$ cat src/cfft_pkg.sv
// ----------------------------------------------------------------------------
// cfft_pkg: shared types and constants of the cell fault flag tracker
// Fault kinds, command and lost-sensor codes, field widths and the
// controller state type.
// ----------------------------------------------------------------------------
`default_nettype none

package cfft_pkg;

    // Field widths fixed by the item format
    localparam int CMD_W    = 2;
    localparam int KIND_W   = 4;
    localparam int CELL_W   = 6;
    localparam int MEAS_W   = 16;
    localparam int COUNT_W  = 7;
    localparam int ACTION_W = 2;
    localparam int LOST_W   = 8;
    localparam int LIMIT_W  = 8;

    localparam int DEFAULT_NUM_CELLS = 64;
    localparam int KIND_COUNT        = 10;

    localparam logic [LIMIT_W-1:0] LIMIT_RESET = 8'd2;

    // Command codes; the unused code behaves as a query
    localparam logic [CMD_W-1:0] CMD_QUERY = 2'd0;
    localparam logic [CMD_W-1:0] CMD_SET   = 2'd1;
    localparam logic [CMD_W-1:0] CMD_CLEAR = 2'd2;

    // Fault kinds that take part in the side calculations
    localparam logic [KIND_W-1:0] KIND_CRIT_TEMP = 4'd2;
    localparam logic [KIND_W-1:0] KIND_TEMP_LOW  = 4'd3;
    localparam logic [KIND_W-1:0] KIND_TEMP_HIGH = 4'd4;
    localparam logic [KIND_W-1:0] KIND_VOLT_LOW  = 4'd7;
    localparam logic [KIND_W-1:0] KIND_VOLT_HIGH = 4'd8;

    // Lost-sensor action codes
    localparam logic [ACTION_W-1:0] LOST_NONE  = 2'd0;
    localparam logic [ACTION_W-1:0] LOST_SET   = 2'd1;
    localparam logic [ACTION_W-1:0] LOST_CLEAR = 2'd2;

    typedef enum logic [1:0] {
        ST_IDLE,
        ST_EXEC,
        ST_OUT
    } cfft_state_t;

    // Commands from controller to datapath
    typedef struct packed {
        logic capture;
        logic exec;
    } cfft_cmd_t;

endpackage : cfft_pkg

`default_nettype wire

$ cat src/cfft_datapath.sv
// ----------------------------------------------------------------------------
// cfft_datapath: fault flag storage and result formation
// Holds the per-kind cell flags and counts, the limit register, the
// captured request and the result register.
// ----------------------------------------------------------------------------
`default_nettype none

module cfft_datapath
    import cfft_pkg::*;
#(
    parameter int NUM_CELLS = DEFAULT_NUM_CELLS
)
(
    input  wire logic                clk,
    input  wire logic                rst_n,
    input  wire cfft_cmd_t           cmd,
    input  wire logic [CMD_W-1:0]    in_command,
    input  wire logic [KIND_W-1:0]   in_kind,
    input  wire logic [CELL_W-1:0]   in_cell,
    input  wire logic [MEAS_W-1:0]   in_meas,
    input  wire logic                cfg_write,
    input  wire logic [LIMIT_W-1:0]  cfg_data,
    output logic                     raise_event,
    output logic                     clear_event,
    output logic [CELL_W-1:0]        event_cell,
    output logic [MEAS_W-1:0]        event_measurement,
    output logic                     fault_active,
    output logic [COUNT_W-1:0]       active_count,
    output logic                     voltage_valid,
    output logic                     temperature_valid,
    output logic [ACTION_W-1:0]      lost_sensor_action,
    output logic [LOST_W-1:0]        lost_sensor_count
);

    localparam int IDX_W = (NUM_CELLS > 1) ? $clog2(NUM_CELLS) : 1;
    localparam logic [COUNT_W-1:0] COUNT_MAX = COUNT_W'(NUM_CELLS);

    // Captured request
    logic [CMD_W-1:0]  cmd_reg;
    logic [KIND_W-1:0] kind_reg;
    logic [CELL_W-1:0] cell_reg;
    logic [MEAS_W-1:0] meas_reg;

    // Fault state and limit
    logic [NUM_CELLS-1:0] bits_reg   [KIND_COUNT];
    logic [COUNT_W-1:0]   counts_reg [KIND_COUNT];
    logic [LIMIT_W-1:0]   limit_reg;

    // Result register
    logic                raise_reg;
    logic                clear_reg;
    logic [CELL_W-1:0]   ecell_reg;
    logic [MEAS_W-1:0]   emeas_reg;
    logic                active_reg;
    logic [COUNT_W-1:0]  count_reg;
    logic                vvalid_reg;
    logic                tvalid_reg;
    logic [ACTION_W-1:0] action_reg;
    logic [LOST_W-1:0]   lost_reg;

    // Step logic
    logic                kind_ok;
    logic                cell_ok;
    logic [KIND_W-1:0]   kind_sel;
    logic [IDX_W-1:0]    cidx;
    logic                was;
    logic                do_set;
    logic                do_clr;
    logic                new_flag;
    logic [COUNT_W-1:0]  cur_count;
    logic [COUNT_W-1:0]  new_count;
    logic                tl_flag;
    logic                th_flag;
    logic                vl_flag;
    logic                vh_flag;
    logic [COUNT_W-1:0]  tl_count;
    logic [COUNT_W-1:0]  th_count;
    logic [LOST_W-1:0]   lost_sum;
    logic                temp_kind;
    logic [ACTION_W-1:0] action;

    // Capture the request
    always_ff @(posedge clk)
    begin
        if (cmd.capture)
        begin
            cmd_reg  <= in_command;
            kind_reg <= in_kind;
            cell_reg <= in_cell;
            meas_reg <= in_meas;
        end
    end

    // Decode and read the addressed flag
    always_comb
    begin
        kind_ok  = (kind_reg < KIND_W'(KIND_COUNT));
        cell_ok  = ({1'b0, cell_reg} < (CELL_W + 1)'(NUM_CELLS));
        kind_sel = kind_ok ? kind_reg : '0;
        cidx     = cell_reg[IDX_W-1:0];
        was      = cell_ok && bits_reg[kind_sel][cidx];
        do_set   = kind_ok && (cmd_reg == CMD_SET) && cell_ok && !was;
        do_clr   = kind_ok && (cmd_reg == CMD_CLEAR) && cell_ok && was;
        new_flag = do_set ? 1'b1 : (do_clr ? 1'b0 : was);
        cur_count = counts_reg[kind_sel];
        new_count = cur_count;
        if (do_set && (cur_count < COUNT_MAX))
        begin
            new_count = cur_count + COUNT_W'(1);
        end
        else if (do_clr && (cur_count != '0))
        begin
            new_count = cur_count - COUNT_W'(1);
        end
    end

    // Flags and counts of the range kinds after the operation
    always_comb
    begin
        tl_flag  = cell_ok && bits_reg[KIND_TEMP_LOW][cidx];
        th_flag  = cell_ok && bits_reg[KIND_TEMP_HIGH][cidx];
        vl_flag  = cell_ok && bits_reg[KIND_VOLT_LOW][cidx];
        vh_flag  = cell_ok && bits_reg[KIND_VOLT_HIGH][cidx];
        tl_count = counts_reg[KIND_TEMP_LOW];
        th_count = counts_reg[KIND_TEMP_HIGH];
        if (kind_ok && (kind_reg == KIND_TEMP_LOW))
        begin
            tl_flag  = new_flag;
            tl_count = new_count;
        end
        if (kind_ok && (kind_reg == KIND_TEMP_HIGH))
        begin
            th_flag  = new_flag;
            th_count = new_count;
        end
        if (kind_ok && (kind_reg == KIND_VOLT_LOW))
        begin
            vl_flag = new_flag;
        end
        if (kind_ok && (kind_reg == KIND_VOLT_HIGH))
        begin
            vh_flag = new_flag;
        end
        lost_sum  = LOST_W'(tl_count) + LOST_W'(th_count);
        temp_kind = (kind_reg == KIND_CRIT_TEMP) || (kind_reg == KIND_TEMP_LOW)
                    || (kind_reg == KIND_TEMP_HIGH);
        action    = LOST_NONE;
        if (kind_ok && (cmd_reg == CMD_SET) && temp_kind)
        begin
            action = (lost_sum > LOST_W'(limit_reg)) ? LOST_SET : LOST_CLEAR;
        end
    end

    // Update fault state and limit
    always_ff @(posedge clk or negedge rst_n)
    begin
        if (!rst_n)
        begin
            for (int k = 0; k < KIND_COUNT; k++)
            begin
                bits_reg[k]   <= '0;
                counts_reg[k] <= '0;
            end
            limit_reg <= LIMIT_RESET;
        end
        else
        begin
            if (cfg_write)
            begin
                limit_reg <= cfg_data;
            end
            if (cmd.exec && (do_set || do_clr))
            begin
                bits_reg[kind_sel][cidx] <= new_flag;
                counts_reg[kind_sel]     <= new_count;
            end
        end
    end

    // Load the result register
    always_ff @(posedge clk)
    begin
        if (cmd.exec)
        begin
            raise_reg  <= do_set;
            clear_reg  <= do_clr && (new_count == '0);
            ecell_reg  <= cell_reg;
            emeas_reg  <= do_set ? meas_reg : '0;
            active_reg <= kind_ok && new_flag;
            count_reg  <= kind_ok ? new_count : '0;
            vvalid_reg <= !vl_flag && !vh_flag;
            tvalid_reg <= !tl_flag && !th_flag;
            action_reg <= action;
            lost_reg   <= lost_sum;
        end
    end

    assign raise_event        = raise_reg;
    assign clear_event        = clear_reg;
    assign event_cell         = ecell_reg;
    assign event_measurement  = emeas_reg;
    assign fault_active       = active_reg;
    assign active_count       = count_reg;
    assign voltage_valid      = vvalid_reg;
    assign temperature_valid  = tvalid_reg;
    assign lost_sensor_action = action_reg;
    assign lost_sensor_count  = lost_reg;

endmodule : cfft_datapath

`default_nettype wire

$ cat config.mk
export PLATFORM = sky130hd
export DESIGN_NAME = cfft_datapath
export DESIGN_NICKNAME = d
export VERILOG_FILES = /design/src/cfft_pkg.sv /design/src/cfft_datapath.sv
export SDC_FILE = /design/constraint.sdc
export NUM_CORES = 2
export LEC_CHECK = 0
export ABC_AREA = 1
export BUFFER_PORTS_ARGS = -buffer_cell sky130_fd_sc_hd__buf_2
export CORE_MARGIN = 2
export CORE_UTILIZATION = 39
export CTS_CLUSTER_DIAMETER = 60
export CTS_CLUSTER_SIZE = 28
export DETAILED_ROUTE_END_ITERATION = 16
export SLEW_MARGIN = 25
export SYNTH_ARGS = -nofsm -noshare
export SYNTH_HDL_FRONTEND = slang
export SYNTH_SLANG_ARGS = --single-unit
$ cat constraint.sdc
create_clock -name clk -period 9.6 [get_ports clk]
set_clock_uncertainty 0.05 [all_clocks]
set_input_delay 1.92 -clock clk [delete_from_list [all_inputs] [get_ports clk]]
set_output_delay 1.92 -clock clk [all_outputs]
set_load 0.03 [all_outputs]
* Word level (Yosys, flattened, before mapping)
Index checks and enable logic that the tools add are counted.
** Storage, ports and cells
- Register bits after elaboration :: 790
- Output and inout bits :: 44
- Word-level logic and storage cells :: 117
- Bits of input ports :: 41
** Operators by class
- Magnitude comparators :: 7
- Reductions and logical operators :: 28
- Bitwise gates (word level) :: 1
- Muxes and demuxes :: 36
- $add $sub $neg :: 3
- Equal/unequal tests :: 7
** Operators by type and width (number)
- bitwise mux 640 bit :: 1
- binary-select mux 64 bit (select 4 bit) :: 1
- demux 64 bit (select 4 bit) :: 1
- two-way mux 64 bit :: 3
- bitwise mux 70 bit :: 1
- two-way mux 7 bit :: 7
- binary-select mux 1 bit (select 6 bit) :: 5
- binary-select mux 7 bit (select 4 bit) :: 1
- demux 7 bit (select 4 bit) :: 1
- logical AND 1 bit :: 18
- two-way mux 1 bit :: 12
- adder 7 x 7 -> 8 bit :: 1
- == test 4 x 2 -> 1 bit (second input constant) :: 2
- == test 4 x 3 -> 1 bit (second input constant) :: 2
- greater-than comparator 8 bit :: 1
- adder 7 x 1 -> 7 bit (second input constant) :: 1
- logical NOT 7 bit :: 1
- less-than comparator 6 x 7 -> 1 bit (second input constant) :: 1
- less-than comparator 7 bit (second input constant) :: 1
- nonzero test 7 bit :: 1
- subtractor 7 x 1 -> 7 bit (second input constant) :: 1
- demux 1 bit (select 6 bit) :: 1
- >= comparator 6 x 1 -> 1 bit (second input constant) :: 1
- >= comparator 5 bit (second input constant) :: 1
- other kinds (10) :: 16

* Depth between registers and ports, before layout
- Word-level depth :: 16
- Mapped depth :: 42
- Gate-level depth less buffers :: 40

* Worst setup path after synthesis
No wires, ideal clock.
- Path type :: reg2reg
- From :: register kind_reg[1]
- To :: register action_reg[1] (netlist: lost_sensor_action[1]), data pin
- Arrival :: 5.154 ns
- Data required time :: 9.286 ns
- Path buffers :: 5
- Library setup time :: 0.264 ns
- Stages on the path, launching flop included :: 40
- Path slack :: 4.132 ns
- Period minus slack after synthesis :: 5.468 ns
- Path through :: edfxtp_1 buf_4 inv_1 nand2_1 nand2_2 buf_4 buf_4 buf_2 nand2_1 o2111ai_1 o21ai_0 o211ai_1 inv_1 ha_1 inv_1 nor2_1 nand3_1 inv_1 [... 4 more ...] clkbuf_1 o21ai_0 ha_1 nand3_1 nand2_1 a21oi_1 o21ai_0 a21oi_1 o21bai_1 ha_1 nand2_1 inv_1 nand3_1 a21oi_1 inv_1 o211a_1 a31oi_1 nor2_1
** On the way
- Longest elaborated chain between the ends :: 16
- Elaborated cells on any way between the ends :: 37
- Those cells by class :: 3 x add/sub; 3 x order compare; 3 x eq/ne; 14 x mux; 1 x bitwise; 13 x reduce/logical
** Ends and longest elaborated chain
- from (decl) :: RTL line cfft_datapath.sv:40 : logic [KIND_W-1:0] kind_reg;
- from (signal assigned) :: RTL line cfft_datapath.sv:88 : kind_reg <= in_kind;
- less-than comparator 4 bit :: RTL line cfft_datapath.sv:97 : kind_ok = (kind_reg < KIND_W'(KIND_COUNT));
- two-way mux 4 bit :: RTL line cfft_datapath.sv:99 : kind_sel = kind_ok ? kind_reg : '0;
- inverter 4 -> 5 bit (not written as such) :: RTL line cfft_datapath.sv:101, cfft_datapath.sv:105
- binary-select mux 64 bit (select 4 bit) :: RTL line cfft_datapath.sv:101 : was = cell_ok && bits_reg[kind_sel][cidx];
- two-way mux 64 bit (not written as such) (2 in a row) :: RTL line cfft_datapath.sv:101
- binary-select mux 1 bit (select 6 bit) :: RTL line cfft_datapath.sv:101
- two-way mux 1 bit (not written as such) :: RTL line cfft_datapath.sv:101
- logical AND 1 bit / logical NOT 1 bit (equally long branches) :: RTL line cfft_datapath.sv:103, cfft_datapath.sv:102
- logical AND 1 bit (on tied branches) :: RTL line cfft_datapath.sv:111, cfft_datapath.sv:102
- two-way mux 7 bit / logical AND 1 bit (equally long branches) :: RTL line cfft_datapath.sv:111, cfft_datapath.sv:107
- two-way mux 7 bit :: RTL line cfft_datapath.sv:107 : if (do_set && (cur_count < COUNT_MAX))
- two-way mux 7 bit (on tied branches) :: RTL line cfft_datapath.sv:126, cfft_datapath.sv:131
- adder 7 x 7 -> 8 bit * :: RTL line cfft_datapath.sv:144 : lost_sum = LOST_W'(tl_count) + LOST_W'(th_count);
- net lost_sum[7] :: RTL line cfft_datapath.sv:78 : logic [LOST_W-1:0] lost_sum;
- greater-than comparator 8 bit * :: RTL line cfft_datapath.sv:150 : action = (lost_sum > LOST_W'(limit_reg)) ? LOST_SET : LOST_CLEAR;
- two-way mux 2 bit * :: RTL line cfft_datapath.sv:150
- to (signal assigned) :: RTL line cfft_datapath.sv:193 : action_reg <= action;
- to (decl) :: RTL line cfft_datapath.sv:58 : logic [ACTION_W-1:0] action_reg;
The timed path passes the listed nets; every way through them passes the cells marked *. The select of a mux whose other input is x is not followed.
A chain may end at the register's enable or synchronous reset.

* Worst setup path in the final report
- From :: register kind_reg[0]
- To :: register action_reg[1] (netlist: lost_sensor_action[1]), data pin
The elaborated chain is that of the path after synthesis.

==> results.cfg <==
[worst_setup_path]
critPathSlowestCell = clkinv_2
crit_family = simple AND/OR/NAND/NOR gates
cpMostUsedCell = nand2_1
required_ns = 9.94
crit_fanout = 45
worst_setup_path_start_kind = register
critPathKind = reg -> reg
max_stage_delay_ns = 0.80
endpoint_kind = register
critPathArrivalTime_ns = 8.14
regToRegSetupSlack_ns = 1.80
path_buf_inv = 7

[clock_tree]
cts_tree = yes
clk_latency_ns = 0.69
clockRootBuffer = clkbuf_16
h-tree-depth = 3
cts_hold_buffers = 0
cts_resized = 0
postCtsSetupBuffers = 0
clk_pin_slew_ns = 0.08
cts_buffer_depth = 3
numCtsBuffers = 79
cts_sinks = 790

[routing]
drc = 0
postRouteAntennaNets = 0
wl_per_cell_um = 22.1
via_count = 39595
via_per_inst = 5.66
drtPass1Iterations = 6
drt-initial-drc-count = 5005
routed_wl_mm = 154

[die]
die-area_sq_um = 112000
io_pins = 85
core_area_sq_um = 109000
initial_core_util_pct = 39.2
die_w_um = 334
die_h_um = 334
num_rows = 121

[logic_synthesis]
synth_nets = 5669
synthDistinctLibCells = 53
async_flop_share_pct = 90.9
syn-cell-area_sq_um = 42500
ys_warn_count = 0
ys_seq_area_share_pct = 47.3
synth_top_area_share_pct = 42.2
netlist_instances = 5609
ys_top_cells_by_area = dfrtp_1 (42%), nand2_1 (12%), o21ai_0 (5.7%)
synthFlopType = dfrtp_1
ys_seq_elements = 790
synth_edf_count = 72
avgSynthCellArea_sq_um = 7.58
synth_top_area_cell = dfrtp_1

[hold_path]
hold_path_class = reg -> reg

[finish]
drive_gt1_share_pct = 8.23
fill_cells = 10843
finalNonFillerCells = 6992
finish.utilization_pct = 43.2
largest_register_ffs = 640
insertedDiodeCount = 0
layout.nets = 5574
area_delta_synth_final_pct = 10.3
design_area_sq_um = 46900

[pwr]
vdd_ir_drop_max_uv = 118
power_density_nw_per_um2 = 181
power.total_mw = 8.49
p_leak_nw = 20.6

[timing]
hold_ws_ns = 0.435
finalSetupTns_ns = 0
worst_slack_ns = 1.80
finalHoldViolCount = 0
fmax_mhz = 128
slew_violations = 0
rsz0062_at_grt = no
post-route-min-period_ns = 7.80
worst_slew_pin_slew_ns = 1.25
slew_headroom_pct = 15.6
finalSetupViolCount = 0
fin_crit_sh_pct = 81.3

[placed_design]
placedCellCount = 6842
portBuffers = 84
placed_area_sq_um = 44000
hpwl_mm = 89.7
pre_cts_ws_ns = 1.83
gp_congestion = 0.891

[global_route]
grt_overflow = 0
grt_pass1_wl_mm = 237
grt_pass1_vias = 37276
use_met1_pct = 39.6
grtUsageMet3_pct = 4.84
grt_util_met2_pct = 40.8
grt_max_degree = 215
grt.total_usage_pct = 27.4
grt_busiest_layer = met2
grt_antenna_before_repair = 0

[run_status]
status = finished clean

[run]
drv_cap = 0
## power breakdown
group | total [mW] | internal [mW] | switching [mW]
registers | 3.57 | 3.50 | 0.0637
clock network | 3.41 | 1.77 | 1.63
logic | 1.52 | 0.299 | 1.22
total | 8.49 | 5.58 | 2.92
## routing by layer
layer	up-vias	wire, um
li1	18143	-
met1	19084	66700
met2	2029	66000
met3	339	15300
met4	0	6450
met5	-	0
## synth_stat cells (all sizes together), types with 6 or more instances
cell,number
nand2,1378
dfrtp,717
o21ai,607
inv,580
nor2,552
nor3,487
nand3,296
buf,204
o21a,149
clkbuf,139
o22ai,91
a21oi,84
edfxtp,72
clkinv,71
o211ai,63
ha,18
o41ai,18
a22oi,14
a221oi,11
o2111ai,10
nand4,9
xor2,6
## path summary, 6_finish.rpt
check	startpoint	endpoint	cells after the start
min in group asynchronous	rst_n	bits_reg[300]$_DFFE_PN0P_	1
worst min-delay path	bits_reg[521]$_DFFE_PN0P_	bits_reg[521]$_DFFE_PN0P_	2
worst max-delay path	kind_reg[0]$_DFFE_PP_	lost_sensor_action[1]$_SDFFCE_PN0P_	39
worst max register to register	kind_reg[0]$_DFFE_PP_	lost_sensor_action[1]$_SDFFCE_PN0P_	39
worst min register to register	bits_reg[521]$_DFFE_PN0P_	bits_reg[521]$_DFFE_PN0P_	2
max in group asynchronous	rst_n	bits_reg[149]$_DFFE_PN0P_	4
## area by class of cell
type	count	area [sq um]	share of cell area, %
timing repair buffer	167	1220	2.59
clock inverter	61	774	1.65
clock buffer	84	2030	4.32
multi-input combinational	3825	18500	39.5
tap	1414	1770	3.77
sequential	790	20100	42.9
inverter	651	2450	5.23
## cells by family after synthesis
family,synth area share [%]
simple gates,27.7
compound gates,14.6
buf+inv,9.44
flops,47.3
fa+ha+maj,0.577
xor+xnor,0.185
mux,0.0530
## layout by cell type, fill, tap and decap left out, drive strengths merged, types with 3 or more instances in the layout
master / netlist / routed
xnor2: 3 / 3
a22oi: 14 / 14
o22ai: 91 / 91
a221oi: 11 / 11
buf: 204 / 167
nor2: 552 / 552
a22o: 3 / 3
xor2: 6 / 6
o211ai: 63 / 63
bufinv: 0 / 5
nor3: 487 / 487
nand2: 1378 / 1378
ha: 18 / 18
o31ai: 3 / 3
o21a: 149 / 149
clkinv: 71 / 92
or2: 3 / 3
clkinvlp: 0 / 5
nand3: 296 / 296
o41ai: 18 / 18
nand4: 9 / 9
o21ai: 607 / 607
inv: 580 / 610
a21oi: 84 / 84
o2111ai: 10 / 10
dfrtp: 717 / 717
a31oi: 3 / 3
clkbuf: 139 / 84
edfxtp: 72 / 72
## worst reg2reg max path, delay by kind of cell (launching register included)
kind | cells | cell delay (ns)
AND/OR/NAND/NOR | 20 | 2.80
buffers and inverters | 7 | 2.05
AO/OA/AOI/OAI | 10 | 1.45
flip-flops | 1 | 0.57
adder cells (fa/ha/maj) | 2 | 0.60
Power figures use the tool's default switching activity.
